[src/design/tsoa_pkg.sv]
// Shared types and constants for the two-stacks-in-one-array block.
package tsoa_pkg;

    localparam int DEPTH_DEFAULT = 16;
    localparam int DATA_W        = 32;
    localparam int OP_W          = 3;
    localparam int STATUS_W      = 2;

    typedef enum logic [OP_W-1:0] {
        OP_PUSH_LOW  = 3'd0,
        OP_PUSH_HIGH = 3'd1,
        OP_POP_LOW   = 3'd2,
        OP_POP_HIGH  = 3'd3,
        OP_LIST_LOW  = 3'd4,
        OP_LIST_HIGH = 3'd5
    } t_op;

    typedef enum logic [STATUS_W-1:0] {
        STAT_OK        = 2'd0,
        STAT_OVERFLOW  = 2'd1,
        STAT_UNDERFLOW = 2'd2,
        STAT_EMPTY     = 2'd3
    } t_status;

    typedef enum logic {
        S_IDLE = 1'b0,
        S_LIST = 1'b1
    } t_state;

    typedef struct packed {
        logic    push_low;
        logic    push_high;
        logic    pop_low;
        logic    pop_high;
        logic    list_start;
        logic    list_step;
        logic    list_high;
        logic    emit;
        t_status emit_status;
        logic    emit_last;
        logic    emit_ram;
    } t_cmd;

    typedef struct packed {
        logic full;
        logic low_empty;
        logic high_empty;
        logic low_one;
        logic high_one;
        logic pos_one;
    } t_flags;

endpackage

[src/design/two_stacks_one_array_core.sv]
// Two LIFO stacks sharing one store: top level.
// Push and pop: result appears the cycle after the transfer, busy stays low.
// List of n elements: n results on consecutive cycles, the first in the cycle after the transfer;
// busy is high while the single read port of the store walks the stack.
// Results cannot be stalled; o_valid marks each one for one cycle.
// Synchronous active-low reset empties both stacks; store contents are not cleared.
module two_stacks_one_array_core #(
    parameter int DEPTH = tsoa_pkg::DEPTH_DEFAULT
) (
    input  logic                               i_clk,
    input  logic                               i_rst_n,
    input  logic                               start,
    output logic                               busy,
    input  logic [tsoa_pkg::OP_W-1:0]          i_operation,
    input  logic signed [tsoa_pkg::DATA_W-1:0] i_value,
    output logic                               o_valid,
    output logic [tsoa_pkg::STATUS_W-1:0]      o_status,
    output logic signed [tsoa_pkg::DATA_W-1:0] o_data,
    output logic                               o_last
);
    import tsoa_pkg::*;

    t_cmd   cmd;
    t_flags flags;

    tsoa_ctrl u_ctrl (
        .i_clk       (i_clk),
        .i_rst_n     (i_rst_n),
        .start       (start),
        .busy        (busy),
        .i_operation (i_operation),
        .i_flags     (flags),
        .o_cmd       (cmd)
    );

    tsoa_datapath #(
        .DEPTH (DEPTH)
    ) u_datapath (
        .i_clk    (i_clk),
        .i_rst_n  (i_rst_n),
        .i_value  (i_value),
        .i_cmd    (cmd),
        .o_flags  (flags),
        .o_valid  (o_valid),
        .o_status (o_status),
        .o_data   (o_data),
        .o_last   (o_last)
    );

endmodule

[src/design/tsoa_ram.sv]
// Generic simple dual-port RAM with registered read.
module tsoa_ram #(
    parameter int WIDTH = 32,
    parameter int DEPTH = 16
) (
    input  logic                     i_clk,
    input  logic                     i_we,
    input  logic [$clog2(DEPTH)-1:0] i_waddr,
    input  logic [WIDTH-1:0]         i_wdata,
    input  logic [$clog2(DEPTH)-1:0] i_raddr,
    output logic [WIDTH-1:0]         o_rdata
);

    logic [WIDTH-1:0] r_mem [DEPTH];
    logic [WIDTH-1:0] r_rdata;

    always_ff @(posedge i_clk) begin
        if (i_we) begin
            r_mem[i_waddr] <= i_wdata;
        end
        r_rdata <= r_mem[i_raddr];
    end

    assign o_rdata = r_rdata;

endmodule

[src/design/tsoa_ctrl.sv]
// Control FSM: decodes transfers and sequences list reads.
module tsoa_ctrl (
    input  logic                        i_clk,
    input  logic                        i_rst_n,
    input  logic                        start,
    output logic                        busy,
    input  logic [tsoa_pkg::OP_W-1:0]   i_operation,
    input  tsoa_pkg::t_flags            i_flags,
    output tsoa_pkg::t_cmd              o_cmd
);
    import tsoa_pkg::*;

    t_state r_state;
    t_state n_state;
    logic   accept;

    assign accept = start && (r_state == S_IDLE);
    assign busy   = (r_state == S_LIST);

    always_ff @(posedge i_clk) begin
        if (!i_rst_n) begin
            r_state <= S_IDLE;
        end else begin
            r_state <= n_state;
        end
    end

    always_comb begin
        n_state = r_state;
        unique case (r_state)
            S_IDLE: begin
                if (accept) begin
                    if (i_operation == OP_LIST_LOW && !i_flags.low_empty
                        && !i_flags.low_one) begin
                        n_state = S_LIST;
                    end
                    if (i_operation == OP_LIST_HIGH && !i_flags.high_empty
                        && !i_flags.high_one) begin
                        n_state = S_LIST;
                    end
                end
            end
            S_LIST: begin
                if (i_flags.pos_one) begin
                    n_state = S_IDLE;
                end
            end
            default: n_state = S_IDLE;
        endcase
    end

    always_comb begin
        o_cmd             = '0;
        o_cmd.emit_status = STAT_OK;
        unique case (r_state)
            S_IDLE: begin
                if (accept) begin
                    unique case (i_operation)
                        OP_PUSH_LOW, OP_PUSH_HIGH: begin
                            o_cmd.emit      = 1'b1;
                            o_cmd.emit_last = 1'b1;
                            if (i_flags.full) begin
                                o_cmd.emit_status = STAT_OVERFLOW;
                            end else begin
                                o_cmd.push_low  = (i_operation == OP_PUSH_LOW);
                                o_cmd.push_high = (i_operation == OP_PUSH_HIGH);
                            end
                        end
                        OP_POP_LOW: begin
                            o_cmd.emit      = 1'b1;
                            o_cmd.emit_last = 1'b1;
                            if (i_flags.low_empty) begin
                                o_cmd.emit_status = STAT_UNDERFLOW;
                            end else begin
                                o_cmd.pop_low = 1'b1;
                            end
                        end
                        OP_POP_HIGH: begin
                            o_cmd.emit      = 1'b1;
                            o_cmd.emit_last = 1'b1;
                            if (i_flags.high_empty) begin
                                o_cmd.emit_status = STAT_UNDERFLOW;
                            end else begin
                                o_cmd.pop_high = 1'b1;
                            end
                        end
                        OP_LIST_LOW: begin
                            o_cmd.emit = 1'b1;
                            if (i_flags.low_empty) begin
                                o_cmd.emit_status = STAT_EMPTY;
                                o_cmd.emit_last   = 1'b1;
                            end else begin
                                o_cmd.list_start = 1'b1;
                                o_cmd.emit_ram   = 1'b1;
                                o_cmd.emit_last  = i_flags.low_one;
                            end
                        end
                        OP_LIST_HIGH: begin
                            o_cmd.emit      = 1'b1;
                            o_cmd.list_high = 1'b1;
                            if (i_flags.high_empty) begin
                                o_cmd.emit_status = STAT_EMPTY;
                                o_cmd.emit_last   = 1'b1;
                            end else begin
                                o_cmd.list_start = 1'b1;
                                o_cmd.emit_ram   = 1'b1;
                                o_cmd.emit_last  = i_flags.high_one;
                            end
                        end
                        default: ;
                    endcase
                end
            end
            S_LIST: begin
                o_cmd.list_step = 1'b1;
                o_cmd.emit      = 1'b1;
                o_cmd.emit_ram  = 1'b1;
                o_cmd.emit_last = i_flags.pos_one;
            end
            default: ;
        endcase
    end

endmodule

[src/design/tsoa_datapath.sv]
// Datapath: stack counts, address generation, shared store and result registers.
module tsoa_datapath #(
    parameter int DEPTH = tsoa_pkg::DEPTH_DEFAULT
) (
    input  logic                              i_clk,
    input  logic                              i_rst_n,
    input  logic signed [tsoa_pkg::DATA_W-1:0] i_value,
    input  tsoa_pkg::t_cmd                    i_cmd,
    output tsoa_pkg::t_flags                  o_flags,
    output logic                              o_valid,
    output logic [tsoa_pkg::STATUS_W-1:0]     o_status,
    output logic signed [tsoa_pkg::DATA_W-1:0] o_data,
    output logic                              o_last
);
    import tsoa_pkg::*;

    localparam int AW = $clog2(DEPTH);
    localparam int CW = $clog2(DEPTH + 1);
    localparam logic [CW-1:0] DEPTH_C = CW'(DEPTH);
    localparam logic [CW-1:0] ONE_C   = CW'(1);

    logic [CW-1:0]     r_cnt_low;
    logic [CW-1:0]     r_cnt_high;
    logic [CW-1:0]     r_pos;
    logic              r_sel_high;
    logic              r_valid;
    t_status           r_status;
    logic              r_last;
    logic              r_from_ram;

    logic [CW:0]       sum;
    logic              sel_high;
    logic [CW-1:0]     pos;
    logic [CW-1:0]     rd_full;
    logic [CW-1:0]     wr_full;
    logic [AW-1:0]     raddr;
    logic [AW-1:0]     waddr;
    logic              we;
    logic [DATA_W-1:0] ram_q;

    assign sum = {1'b0, r_cnt_low} + {1'b0, r_cnt_high};

    assign o_flags.full       = (sum >= {1'b0, DEPTH_C});
    assign o_flags.low_empty  = (r_cnt_low == '0);
    assign o_flags.high_empty = (r_cnt_high == '0);
    assign o_flags.low_one    = (r_cnt_low == ONE_C);
    assign o_flags.high_one   = (r_cnt_high == ONE_C);
    assign o_flags.pos_one    = (r_pos == ONE_C);

    assign sel_high = i_cmd.list_start ? i_cmd.list_high : r_sel_high;

    always_comb begin
        if (i_cmd.list_start) begin
            pos = i_cmd.list_high ? r_cnt_high : r_cnt_low;
        end else begin
            pos = r_pos;
        end
    end

    assign rd_full = sel_high ? (DEPTH_C - pos) : (pos - ONE_C);
    assign raddr   = rd_full[AW-1:0];
    assign wr_full = i_cmd.push_high ? (DEPTH_C - r_cnt_high - ONE_C) : r_cnt_low;
    assign waddr   = wr_full[AW-1:0];
    assign we      = i_cmd.push_low || i_cmd.push_high;

    tsoa_ram #(
        .WIDTH (DATA_W),
        .DEPTH (DEPTH)
    ) u_store (
        .i_clk   (i_clk),
        .i_we    (we),
        .i_waddr (waddr),
        .i_wdata (i_value),
        .i_raddr (raddr),
        .o_rdata (ram_q)
    );

    always_ff @(posedge i_clk) begin
        if (!i_rst_n) begin
            r_cnt_low  <= '0;
            r_cnt_high <= '0;
            r_pos      <= '0;
            r_sel_high <= 1'b0;
            r_valid    <= 1'b0;
        end else begin
            if (i_cmd.push_low) begin
                r_cnt_low <= r_cnt_low + ONE_C;
            end else if (i_cmd.pop_low) begin
                r_cnt_low <= r_cnt_low - ONE_C;
            end
            if (i_cmd.push_high) begin
                r_cnt_high <= r_cnt_high + ONE_C;
            end else if (i_cmd.pop_high) begin
                r_cnt_high <= r_cnt_high - ONE_C;
            end
            if (i_cmd.list_start || i_cmd.list_step) begin
                r_pos <= pos - ONE_C;
            end
            if (i_cmd.list_start) begin
                r_sel_high <= i_cmd.list_high;
            end
            r_valid <= i_cmd.emit;
        end
    end

    always_ff @(posedge i_clk) begin
        r_status   <= i_cmd.emit_status;
        r_last     <= i_cmd.emit_last;
        r_from_ram <= i_cmd.emit_ram;
    end

    assign o_valid  = r_valid;
    assign o_status = r_status;
    assign o_last   = r_last;
    assign o_data   = r_from_ram ? signed'(ram_q) : '0;

    a_no_overcommit: assert property (@(posedge i_clk) disable iff (!i_rst_n)
        sum <= {1'b0, DEPTH_C})
        else $error("stack counts exceed store depth");

    a_push_grows: assert property (@(posedge i_clk) disable iff (!i_rst_n)
        i_cmd.push_low |=> r_cnt_low == $past(r_cnt_low) + ONE_C)
        else $error("push did not advance lower stack");

    a_list_ok: assert property (@(posedge i_clk) disable iff (!i_rst_n)
        r_valid && r_from_ram |-> r_status == STAT_OK)
        else $error("listed element with non-ok status");

    a_step_nonzero: assert property (@(posedge i_clk) disable iff (!i_rst_n)
        i_cmd.list_step |-> r_pos != '0)
        else $error("list step past bottom of stack");

endmodule

[config.mk]
export PLATFORM = sky130hd
export DESIGN_NAME = two_stacks_one_array_core
export DESIGN_NICKNAME = d
export VERILOG_FILES = /design/src/design/tsoa_pkg.sv /design/src/design/two_stacks_one_array_core.sv /design/src/design/tsoa_ram.sv /design/src/design/tsoa_ctrl.sv /design/src/design/tsoa_datapath.sv
export SDC_FILE = /design/constraint.sdc
export NUM_CORES = 1
export LEC_CHECK = 0
export BUFFER_PORTS_ARGS = -buffer_cell sky130_fd_sc_hd__buf_2
export CORE_UTILIZATION = 61
export CTS_CLUSTER_SIZE = 28
export DETAILED_ROUTE_END_ITERATION = 8
export GPL_TIMING_DRIVEN = 0
export PLACE_DENSITY = 0.86
export SETUP_SLACK_MARGIN = 0.15
export SLEW_MARGIN = 40
export SYNTH_ARGS = -nofsm -noshare
export SYNTH_HDL_FRONTEND = slang
export SYNTH_SLANG_ARGS = --single-unit
[constraint.sdc]
create_clock -name i_clk -period 4.9 [get_ports i_clk]
set_clock_uncertainty 0.2 [all_clocks]
set_input_delay 0 -clock i_clk [delete_from_list [all_inputs] [get_ports i_clk]]
set_output_delay 0 -clock i_clk [all_outputs]
set_load 0.01 [all_outputs]
### After elaboration in Yosys (flattened, before gate mapping)

Memory sizes are Yosys's and may differ from the RTL's. A register that Yosys moved wholly into a read port is not among the register bits.
Cells that the tools add are included.

* memory bits (writable): 512
* register bits: 22
* input port bits: 38
* bits in read-only memories: 0
* bits in latches: 0
* memories: 1
* word-level logic and storage cells: 88

* reductions and logical operators: 18
* muxes and demuxes: 40
* shift-type cells: 0
* div/mod/pow operators: 0
* $lt $le $gt $ge: 1
* equal/unequal tests: 8
* bitwise logic cells: 2
* $add $sub $neg: 9
* multiply operators: 0

Memories
* u_datapath.u_store.r_mem: depth 16, width 32, rd ports 1, clocked after Yosys merged registers in 1, wr ports 1, line tsoa_ram.sv:14 `logic [WIDTH-1:0] r_mem [DEPTH];`

Operators by type and width (number)
* 5-bit 2-to-1 mux: 8
* 32-bit 2-to-1 mux: 1
* 4-bit case mux with 5 select lines: 1
* 1-bit 2-to-1 mux: 17
* 5-bit by 1-bit equality test with 1-bit output (second input constant): 3
* 5-bit by 1-bit subtractor with 5-bit output (second input constant): 3
* 2-bit 2-to-1 mux: 6
* 5-bit by 1-bit adder with 5-bit output (second input constant): 2
* 5-bit zero test: 2
* 4-bit 2-to-1 mux: 2
* 1-bit by 4-bit subtractor with 4-bit output (first input constant): 2
* 5-bit by 5-bit adder with 6-bit output: 1
* 3-bit by 2-bit equality test with 1-bit output (second input constant): 2
* 3-bit equality test (second input constant): 2
* 6-bit by 5-bit >= comparator with 1-bit output (second input constant): 1
* 6-bit 2-to-1 mux: 1
* 1-bit case mux with 2 select lines: 3
* 1-bit logical AND: 5
* 1-bit zero test: 4
* 2-bit case mux with 2 select lines: 1
* 2-bit nonzero test: 2
* 2-bit OR reduction: 2
* 4-bit by 1-bit subtractor with 4-bit output (second input constant): 1
* 3-bit by 1-bit equality test with 1-bit output (second input constant): 1
* 3 further kinds: 5

### Depth between registers and ports, before layout

Gate-level depths: netlist (run 1).

* depth in word-level cells: 10
* depth in mapped cells: 14

### Hierarchy

Synthesis (run 1) repeated with hierarchy kept, for this count alone.

* cell total of the unflattened synthesis: 1053
* area, all modules: 21662.0 µm²

Modules (own cells, without submodules)
* tsoa_ram: times used 1, cells each 838, area an instance 19835.3 µm², sequential area each 16015.4 µm²
* tsoa_datapath: times used 1, cells each 179, area an instance 1565.3 µm², sequential area each 420.4 µm²
* tsoa_ctrl: times used 1, cells each 36, area an instance 261.5 µm², sequential area each 20.0 µm²

### Least setup slack after synthesis (run 1)

Ideal clock, no wire load.

* path type: reg-to-reg
* start point: register u_datapath.r_cnt_low[1]
* end point: memory u_datapath.u_store.r_mem[0][0] (enable)
* setup time: 0.421 ns
* data arrival time: 3.533 ns
* stages on the path, launching flop included: 9
* data required time: 4.279 ns
* clock period less this slack: 4.154 ns
* path slack: 0.746 ns
* path through: dfxtp_1 ha_1 a31o_2 a21o_1 a211oi_1 nand2_1 nor3_1 a31oi_1 nor2_1

* cells in the longest elaborated chain, start to end: 9

Ends and longest elaborated chain
* start: declaration: line tsoa_datapath.sv:22 `logic [CW-1:0] r_cnt_low;`
* start signal: assignment: line tsoa_datapath.sv:87 `r_cnt_low <= r_cnt_low + ONE_C;`
* start signal: assignment: line tsoa_datapath.sv:89 `r_cnt_low <= r_cnt_low - ONE_C;`
* 5-bit by 5-bit adder with 6-bit output: line tsoa_datapath.sv:41 `assign sum = {1'b0, r_cnt_low} + {1'b0, r_cnt_high};`
* 6-bit by 5-bit >= comparator with 1-bit output: line tsoa_datapath.sv:43 `assign o_flags.full = (sum >= {1'b0, DEPTH_C});`
* 2-bit 2-to-1 mux: line tsoa_ctrl.sv:62 `if (i_flags.full) begin`
* 2-bit 2-to-1 mux: line tsoa_ctrl.sv:58 `unique case (i_operation)`
* 5-bit 2-to-1 mux: line tsoa_ctrl.sv:57 `if (accept) begin`
* 5-bit 2-to-1 mux: line tsoa_ctrl.sv:55 `unique case (r_state)`
* 1-bit logical OR: line tsoa_datapath.sv:64 `assign we = i_cmd.push_low || i_cmd.push_high;`
* 1-bit 2-to-1 mux: line tsoa_ram.sv:18 `if (i_we) begin`
* 1-bit 2-to-1 mux (not written as such): line tsoa_ram.sv:19 `r_mem[i_waddr] <= i_wdata;`
* end: declaration: line tsoa_ram.sv:14

Several ways; a longest one is shown, not always the timed one.

### Final worst setup path (run 1)

* start point: register u_datapath.r_cnt_high[0]
* end point: register u_datapath.u_store.r_rdata[8], in the netlist u_datapath.u_store.o_rdata[8], read port of u_datapath.u_store.r_mem

* cells in the longest elaborated chain, start to end: 8

Ends and longest elaborated chain
* start: declaration: line tsoa_datapath.sv:23 `logic [CW-1:0] r_cnt_high;`
* start signal: assignment: line tsoa_datapath.sv:92 `r_cnt_high <= r_cnt_high + ONE_C;`
* start signal: assignment: line tsoa_datapath.sv:94 `r_cnt_high <= r_cnt_high - ONE_C;`
* 5-bit zero test: line tsoa_datapath.sv:45 `assign o_flags.high_empty = (r_cnt_high == '0);`
* 1-bit 2-to-1 mux: line tsoa_ctrl.sv:101 `if (i_flags.high_empty) begin`
* 1-bit case mux with 2 select lines: line tsoa_ctrl.sv:58
* 5-bit 2-to-1 mux: line tsoa_ctrl.sv:57
* 5-bit 2-to-1 mux: line tsoa_ctrl.sv:55
* 5-bit 2-to-1 mux: line tsoa_datapath.sv:53 `if (i_cmd.list_start) begin`
* 5-bit by 1-bit subtractor with 5-bit output or 1-bit by 4-bit subtractor with 4-bit output (tied branches): line tsoa_datapath.sv:60 `assign rd_full = sel_high ? (DEPTH_C - pos) : (pos - ONE_C);`
* 4-bit 2-to-1 mux *: line tsoa_datapath.sv:60
* end: declaration: line tsoa_ram.sv:15 `logic [WIDTH-1:0] r_rdata;`

Every way passes the cells marked *; elsewhere a longest branch is shown, timed or not.
A chain may end at the register's enable or synchronous reset.

==> Implementation_results.wiki, run 1 <==
{| class="wikitable"
! Metric !! Value
|-
| Outcome || completed
|-
| Average wire per cell in the routed design || 30.8 µm
|-
| Number of buffers added on ports || 72
|-
| Number of iterations in the first detailed-routing pass || 6
|-
| EDFF count, synth || 512
|-
| Row Count || 69
|-
| Number of setup violations in the final report || 0
|-
| Compound-Gate Fraction of Synth Area || 0.988%
|-
| Height of the chip || 192 µm
|-
| Number of nets produced by synthesis || 1104
|-
| Die W || 192 µm
|-
| Syn_area_per_cell || 20.9 µm²
|-
| Slew headroom || 40.9%
|-
| Tcrit/Tclk final || 94.4%
|-
| Power density over cell area || 388 nW/µm²
|-
| Clock period minus final worst setup slack || 4.63 ns
|-
| Flip-flop and latch count after synthesis || 566
|-
| Non-filler instance count after layout || 1758
|-
| Number of buffers between clock root and the deepest sink || 3
|-
| H-tree levels || 2
|-
| Global Route met2 Usage || 50.4%
|-
| Number of instances on the worst hold path || 4
|-
| Antenna violations before repair || 2
|-
| XOR/XNOR share of the synthesized area || 0.869%
|-
| Most frequent cells in the layout || 512 x sky130_fd_sc_hd__edfxtp_1, 128 x sky130_fd_sc_hd__mux4_2, 100 x sky130_fd_sc_hd__mux2i_1
|-
| Post-CTS setup buffer count || 0
|-
| Via count of the first global-routing pass || 12.0k
|-
| Pins over their slew limit || 0
|-
| Share of cell area taken by muxes after synthesis || 18.2%
|-
| Post-Synthesis Cell Area || 22000 µm²
|-
| Yosys warning total || 0
|-
| Startpoint of the worst hold path || i_rst_n
|-
| Largest net degree at the start of global routing || 17
|-
| Path type of the worst min-delay path || in2reg
|-
| Number of distinct library cell variants in the gate-level netlist after synthesis || 49
|-
| Aggregate routed wire length || 54200 µm
|-
| Clock tree from TritonCTS || yes
|-
| Post-synthesis simple-gate area fraction || 3.13%
|-
| Worst Hold Path EP || u_datapath.r_pos[2]
|-
| Worst-path fanout max || 10
|-
| Top cell type's share of synthesized area || 69.8%
|-
| Total clock buffers created by CTS || 53
|-
| Post-route standard cell area excluding fillers || 26000 µm²
|-
| Sequential fraction of the synthesis area || 74.7%
|-
| Unrepaired setup endpoints after global routing || no
|-
| Number of nets with antenna violations after routing || 0
|-
| Commonest non-fill, non-tap cell in the layout || sky130_fd_sc_hd__edfxtp_1
|-
| Count of hold buffers inserted by post-cts repair || 39
|-
| Placed wire-length estimate after detailed placement || 31800 µm
|-
| Via count of the routed design || 11.8k
|-
| Worst setup slack for register-to-register paths || 0.27 ns
|-
| Main combinational cell family by area after synthesis || multiplexers
|-
| Starting density of the core || 61.9%
|-
| Number of vias per cell || 6.73
|-
| Post-synthesis cell type with the largest combined area || sky130_fd_sc_hd__edfxtp_1
|-
| Worst supply voltage drop on vdd || 361 µV
|-
| Post-synth ARST share || 0%
|-
| Worst reg-to-reg path cell count || 13
|-
| Total placed instance area || 23800 µm²
|-
| Launch instance of the worst register-to-register path || u_datapath.r_cnt_high[0]
|-
| Wire length of the first global-routing pass || 78600 µm
|-
| Number of instances in the placed design || 1619
|-
| Total Nets Final || 1302
|-
| Startpoint Class || flip-flop
|-
| Leakage power || 0.00906 µW
|-
| Post-synthesis cell count || 1054
|-
| RePlAce Congestion || 0.842
|-
| Core footprint || 35600 µm²
|-
| Hold Violations, Final || 0
|-
| CTS Root Buffer Type || sky130_fd_sc_hd__clkbuf_16
|-
| Area added between synthesis and finish || 18.1%
|-
| Die outline area || 36900 µm²
|-
| Ports || 75
|-
| Overall power after layout || 10100 µW
|-
| Starting DRT DRC Count || 1317
|-
| DRC viols || 0
|-
| Worst-Margin Slew || 0.886 ns
|-
| Post-CTS clock slew at the launch and capture registers of the worst setup and hold paths || 0.07 ns
|-
| Adder-cell area share of the yosys netlist || 0.681%
|-
| Global-route usage over all layers || 30.5%
|-
| Number of clock sinks seen by CTS || 566
|-
| Critical path class || reg2reg
|-
| Fraction of layout instances using a drive strength above 1 || 30.0%
|-
| Main synth FF type || sky130_fd_sc_hd__edfxtp_1
|-
| Max-cap viol count || 0
|-
| Maximum operating frequency || 0.216 GHz
|-
| Crit path DAT || 4.87 ns
|-
| Total grt overflow || 0
|-
| Util after Layout || 73.1%
|-
| Capture instance of the worst register-to-register path || u_datapath.u_store.o_rdata[8]
|-
| Crit path required time || 5.15 ns
|-
| Global Route met1 Usage || 39.4%
|-
| Busiest metal layer after global routing || met2
|-
| Clk Latency, worst-skew pair || 0.59 ns
|-
| Crit. End Element || flip-flop
|-
| Global routing met3 resource utilization || 5.87%
|-
| Quantity of gates resized following cts || 0
|-
| Synth top area cells || sky130_fd_sc_hd__edfxtp_1 70%, sky130_fd_sc_hd__mux4_2 13%, sky130_fd_sc_hd__dfxtp_1 4.9%
|}
[sequential cells by signal (all words and copies together), names as in the netlist]
signal	count
u_datapath.o_last	1
u_datapath.u_store.r_mem	512
u_datapath.u_store.o_rdata	32
u_datapath.r_sel_high	1
u_datapath.o_status	2
u_datapath.r_cnt_low	5
u_datapath.r_from_ram	1
u_datapath.r_cnt_high	5
u_ctrl.busy	1
u_datapath.r_pos	5
u_datapath.o_valid	1
[critical path: stages (launching register included)]
cell and delay (ns):
sky130_fd_sc_hd__dfxtp_1 0.39, sky130_fd_sc_hd__clkbuf_1 0.34, sky130_fd_sc_hd__inv_1 0.19, sky130_fd_sc_hd__ha_1 0.23, sky130_fd_sc_hd__nor4b_2 0.15, sky130_fd_sc_hd__mux2_2 0.33
sky130_fd_sc_hd__nand3b_4 0.17, sky130_fd_sc_hd__buf_6 0.18, sky130_fd_sc_hd__o21ai_0 0.47, sky130_fd_sc_hd__buf_2 0.34, sky130_fd_sc_hd__clkbuf_1 0.70, sky130_fd_sc_hd__mux4_2 0.42
sky130_fd_sc_hd__mux2i_1 0.22, sky130_fd_sc_hd__mux2i_1 0.13
[worst max path at each step]
stage | from | to | depth (start not counted)
6_report | u_datapath.r_cnt_high[0] | u_datapath.u_store.o_rdata[8] | 13
5_1_grt | u_datapath.r_cnt_high[0] | u_datapath.u_store.o_rdata[21] | 13
4_1_cts | u_datapath.r_cnt_high[0] | u_datapath.u_store.o_rdata[22] | 13
3_5_place_dp | u_datapath.r_cnt_high[0] | u_datapath.u_store.o_rdata[21] | 13
3_3_place_gp | u_datapath.r_cnt_low[1] | u_datapath.u_store.r_mem[12][7] | 8
2_1_floorplan | u_datapath.r_cnt_low[1] | u_datapath.u_store.r_mem[0][0] | 8
[cell families (layout without fill, tap and decap cells)]
group / after synthesis / in the layout
flops: 566 / 566
mux: 236 / 236
compound gates: 35 / 35
simple gates: 127 / 127
other cells: 0 / 2
fa+ha+maj: 12 / 12
buf+inv: 60 / 301
xor+xnor: 18 / 18
[cells in the mapped netlist, types with 11 or more instances]
master and instances:
sky130_fd_sc_hd__mux2i_1 100, sky130_fd_sc_hd__buf_2 19, sky130_fd_sc_hd__clkbuf_1 20, sky130_fd_sc_hd__ha_1 12, sky130_fd_sc_hd__a21oi_1 11, sky130_fd_sc_hd__and2_1 34, sky130_fd_sc_hd__mux4_2 128, sky130_fd_sc_hd__nand2_1 20
sky130_fd_sc_hd__nor2_1 38, sky130_fd_sc_hd__dfxtp_1 54, sky130_fd_sc_hd__edfxtp_1 512
[metrics by stage]
stage | hold slack, ns | setup TNS [ns] | setup WS (ns)
after global placement | 0.0800 | -537.24 | -1.22
final | 0.0763 | 0 | 0.273
after CTS | 0.0624 | 0 | 0.380
after floorplan | -0.101 | 0 | 0.746
after detailed placement | 0.0837 | 0 | 0.448
after global routing | 0.103 | 0 | 0.166
[power breakdown]
group / switching [µW] / total, µW / internal [µW] / leakage, µW
combinational: 310 / 526 / 216 / 0.00312
clock: 1800 / 4230 / 2430 / 0.000880
sequential: 24.9 / 5340 / 5320 / 0.00505
total: 2140 / 10100 / 7970 / 0.00906
[per-layer routing]
layer	wire length, µm	part of all wire, %	vias to the layer above
met3	5380	9.9	196
met4	2600	4.8	0
li1	-	-	4695
met1	19200	35	6005
met5	0	0	-
met2	27000	50	940
[cell type report]
| class | instances | area [µm²] |
|---|---|---|
| antenna | 2 | 5.00 |
| buffer | 51 | 288 |
| clock buffer | 60 | 1370 |
| clock inverter | 38 | 393 |
| fill | 1867 | 9550 |
| inverter | 9 | 33.8 |
| multi-input combinational | 428 | 5410 |
| sequential | 566 | 16500 |
| tap | 461 | 577 |
| timing repair buffer | 143 | 1480 |
No activity file was read; power rests on OpenSTA's default activity.
==> run 2, diff against run 1 <==
CELL_PAD_IN_SITES_DETAIL_PLACEMENT = 1   (was not set)
CELL_PAD_IN_SITES_GLOBAL_PLACEMENT = 1   (was not set)
CORE_UTILIZATION = 54   (was 61)
PLACE_DENSITY = 0.85   (was 0.86)
==> Implementation_results.wiki, run 2 (synthesized netlist as in run 1, its figures left out) <==
{| class="wikitable"
! Metric !! Value
|-
| Critical path buffers and inverters || 5
|-
| Hold Violations, Final || 0
|-
| Number of flip-flops under the largest register name || 512
|-
| Leakage power || 0.00914 µW
|-
| Path type of the worst min-delay path || in2reg
|-
| Number of clock sinks seen by CTS || 566
|-
| Most frequent cells in the layout || 512 x sky130_fd_sc_hd__edfxtp_1, 128 x sky130_fd_sc_hd__mux4_2, 100 x sky130_fd_sc_hd__mux2i_1
|-
| Placed wire-length estimate after detailed placement || 36600 µm
|-
| Row Count || 73
|-
| Average wire per cell in the routed design || 34.4 µm
|-
| Number of iterations in the first detailed-routing pass || 6
|-
| Via count of the first global-routing pass || 12.8k
|-
| CP Cell Sequence || clkbuf_1 > inv_1 > ha_1 > nor4b_2 > mux2_2 > nand3b_4 > buf_6 > o21ai_0 > buf_2 > clkbuf_2 > mux4_2 > mux2i_1 > mux2i_1
|-
| Commonest non-fill, non-tap cell in the layout || sky130_fd_sc_hd__edfxtp_1
|-
| Top delay family on crit path || buffers and inverters
|-
| Worst-path fanout max || 10
|-
| Number of vias per cell || 6.46
|-
| Number of buffers between clock root and the deepest sink || 3
|-
| Critical path class || reg2reg
|-
| Top reg by flops || u_datapath.u_store.r_mem
|-
| Tcrit/Tclk final || 95.0%
|-
| H-tree levels || 2
|-
| Aggregate routed wire length || 62900 µm
|-
| Clock period minus final worst setup slack || 4.66 ns
|-
| Largest net degree at the start of global routing || 17
|-
| Number of instances in the placed design || 1686
|-
| Number of instances on the worst hold path || 4
|-
| Crit path DAT || 4.89 ns
|-
| RePlAce Congestion || 0.795
|-
| Number of buffers added on ports || 72
|-
| Launch instance of the worst register-to-register path || u_datapath.r_cnt_high[0]
|-
| Maximum operating frequency || 0.215 GHz
|-
| Via count of the routed design || 11.8k
|-
| Total Nets Final || 1306
|-
| Worst reg-to-reg path cell count || 13
|-
| DRC viols || 0
|-
| Clk Latency, worst-skew pair || 0.62 ns
|-
| Outcome || completed
|-
| Critical-path cell with the highest stage delay || sky130_fd_sc_hd__o21ai_0
|-
| Capturing element of the worst setup path || u_datapath.u_store.o_rdata[25]
|-
| Total grt overflow || 0
|-
| Crit path required time || 5.14 ns
|-
| Crit. End Element || flip-flop
|-
| Slew headroom || 42.5%
|-
| Util after Layout || 65.7%
|-
| Starting density of the core || 55.1%
|-
| Antenna violations before repair || 2
|-
| Capture instance of the worst register-to-register path || u_datapath.u_store.o_rdata[25]
|-
| Max stage delay on crit path || 0.47 ns
|-
| Area added between synthesis and finish || 19.2%
|-
| Total clock buffers created by CTS || 54
|-
| Pins over their slew limit || 0
|-
| Worst supply voltage drop on vdd || 362 µV
|-
| Fraction of layout instances using a drive strength above 1 || 30.8%
|-
| Filler cell count || 3277
|-
| Global-route usage over all layers || 30.8%
|-
| Ports || 75
|-
| Worst setup slack for register-to-register paths || 0.24 ns
|-
| Critical Path Start || u_datapath.r_cnt_high[0]
|-
| Wire length of the first global-routing pass || 89400 µm
|-
| Non-filler instance count after layout || 1827
|-
| Max-cap viol count || 0
|-
| Die outline area || 41600 µm²
|-
| Die W || 204 µm
|-
| Clock tree from TritonCTS || yes
|-
| Number of setup violations in the final report || 0
|-
| Most frequent CP cell || sky130_fd_sc_hd__mux2i_1
|-
| CP Depth || 13
|-
| Post-CTS clock slew at the launch and capture registers of the worst setup and hold paths || 0.07 ns
|-
| Unrepaired setup endpoints after global routing || yes
|-
| Starting DRT DRC Count || 1288
|-
| Power density over cell area || 389 nW/µm²
|-
| Post-CTS setup buffer count || 0
|-
| Number of nets with antenna violations after routing || 0
|-
| Core footprint || 40000 µm²
|-
| Worst-Margin Slew || 0.856 ns
|-
| Startpoint Class || flip-flop
|-
| CTS Root Buffer Type || sky130_fd_sc_hd__clkbuf_16
|-
| Height of the chip || 204 µm
|}
-- run 2: cell types whose count changed in the layout (fill, tap and decap cells not counted), sizes merged --
cell      previous run  this run
clkinvlp             1         2
clkbuf              80        96
inv                 11        13
bufinv               8         6
clkinv              27        13
buf                135       137
-- run 2: per-layer routing --
metal | global-route usage, % | vias up | wire length (µm)
met5 | 0 | - | 0
met1 | 39.3 | 6149 | 22900
met3 | 5.80 | 170 | 5060
li1 | - | 4691 | -
met4 | 11.6 | 0 | 2580
met2 | 52.8 | 791 | 32400
-- run 2: power by group --
part	switching [µW]	internal [µW]	total, µW
sequential	26.7	5320	5350
clock	1840	2480	4320
combinational	337	220	557
-- run 2: how the worst min path moves through the flow --
| stage | startpoint | to | slack (ns) |
|---|---|---|---|
| 6_report | i_rst_n | u_datapath.r_pos[4] | 0.1 |
| 5_1_grt | i_rst_n | u_datapath.r_pos[4] | 0.12 |
| 3_5_place_dp | i_rst_n | u_datapath.r_pos[3] | 0.10 |
| 2_1_floorplan | i_value[0] | u_datapath.u_store.r_mem[0][0] | -0.10 |
| 3_3_place_gp | i_rst_n | u_datapath.r_pos[3] | 0.08 |
| 4_1_cts | i_rst_n | u_datapath.r_pos[3] | 0.05 |
-- run 2: area by class of cell --
cell class | instances | area (µm²) | share of cell area, %
antenna | 2 | 5.00 | 0.0190
buffer | 51 | 298 | 1.13
clock buffer | 75 | 1510 | 5.75
clock inverter | 25 | 305 | 1.16
inverter | 9 | 33.8 | 0.129
multi-input combinational | 428 | 5440 | 20.7
sequential | 566 | 16500 | 62.6
tap | 525 | 657 | 2.50
timing repair buffer | 146 | 1570 | 5.99
-- run 2: tightest hold or removal path: stages --
cell and delay (ns):
sky130_fd_sc_hd__dlygate4sd3_1 0.53, sky130_fd_sc_hd__buf_2 0.16, sky130_fd_sc_hd__nand2_1 0.07, sky130_fd_sc_hd__o2bb2ai_1 0.09
-- run 2: through the flow --
stage          setup slack, ns  instance area (µm²)  setup TNS (ns)  total power (µW)  hold slack [ns]
5_1_grt                  0.123                26300               0             10400            0.119
3_3_place_gp             -1.44                23100         -626.06              5900           0.0810
2_1_floorplan            0.746                22000               0              5730           -0.101
4_1_cts                  0.163                26200               0             10200           0.0505
6_report                 0.244                26300               0             10200           0.0966
3_5_place_dp             0.204                24000               0              5950            0.101
-- run 2: timing repair --
item,CTS,global route
endpoints found under the setup margin,0,32
gates resized for setup,0,22
hold buffers,39,0
endpoints found under the hold margin,529,0
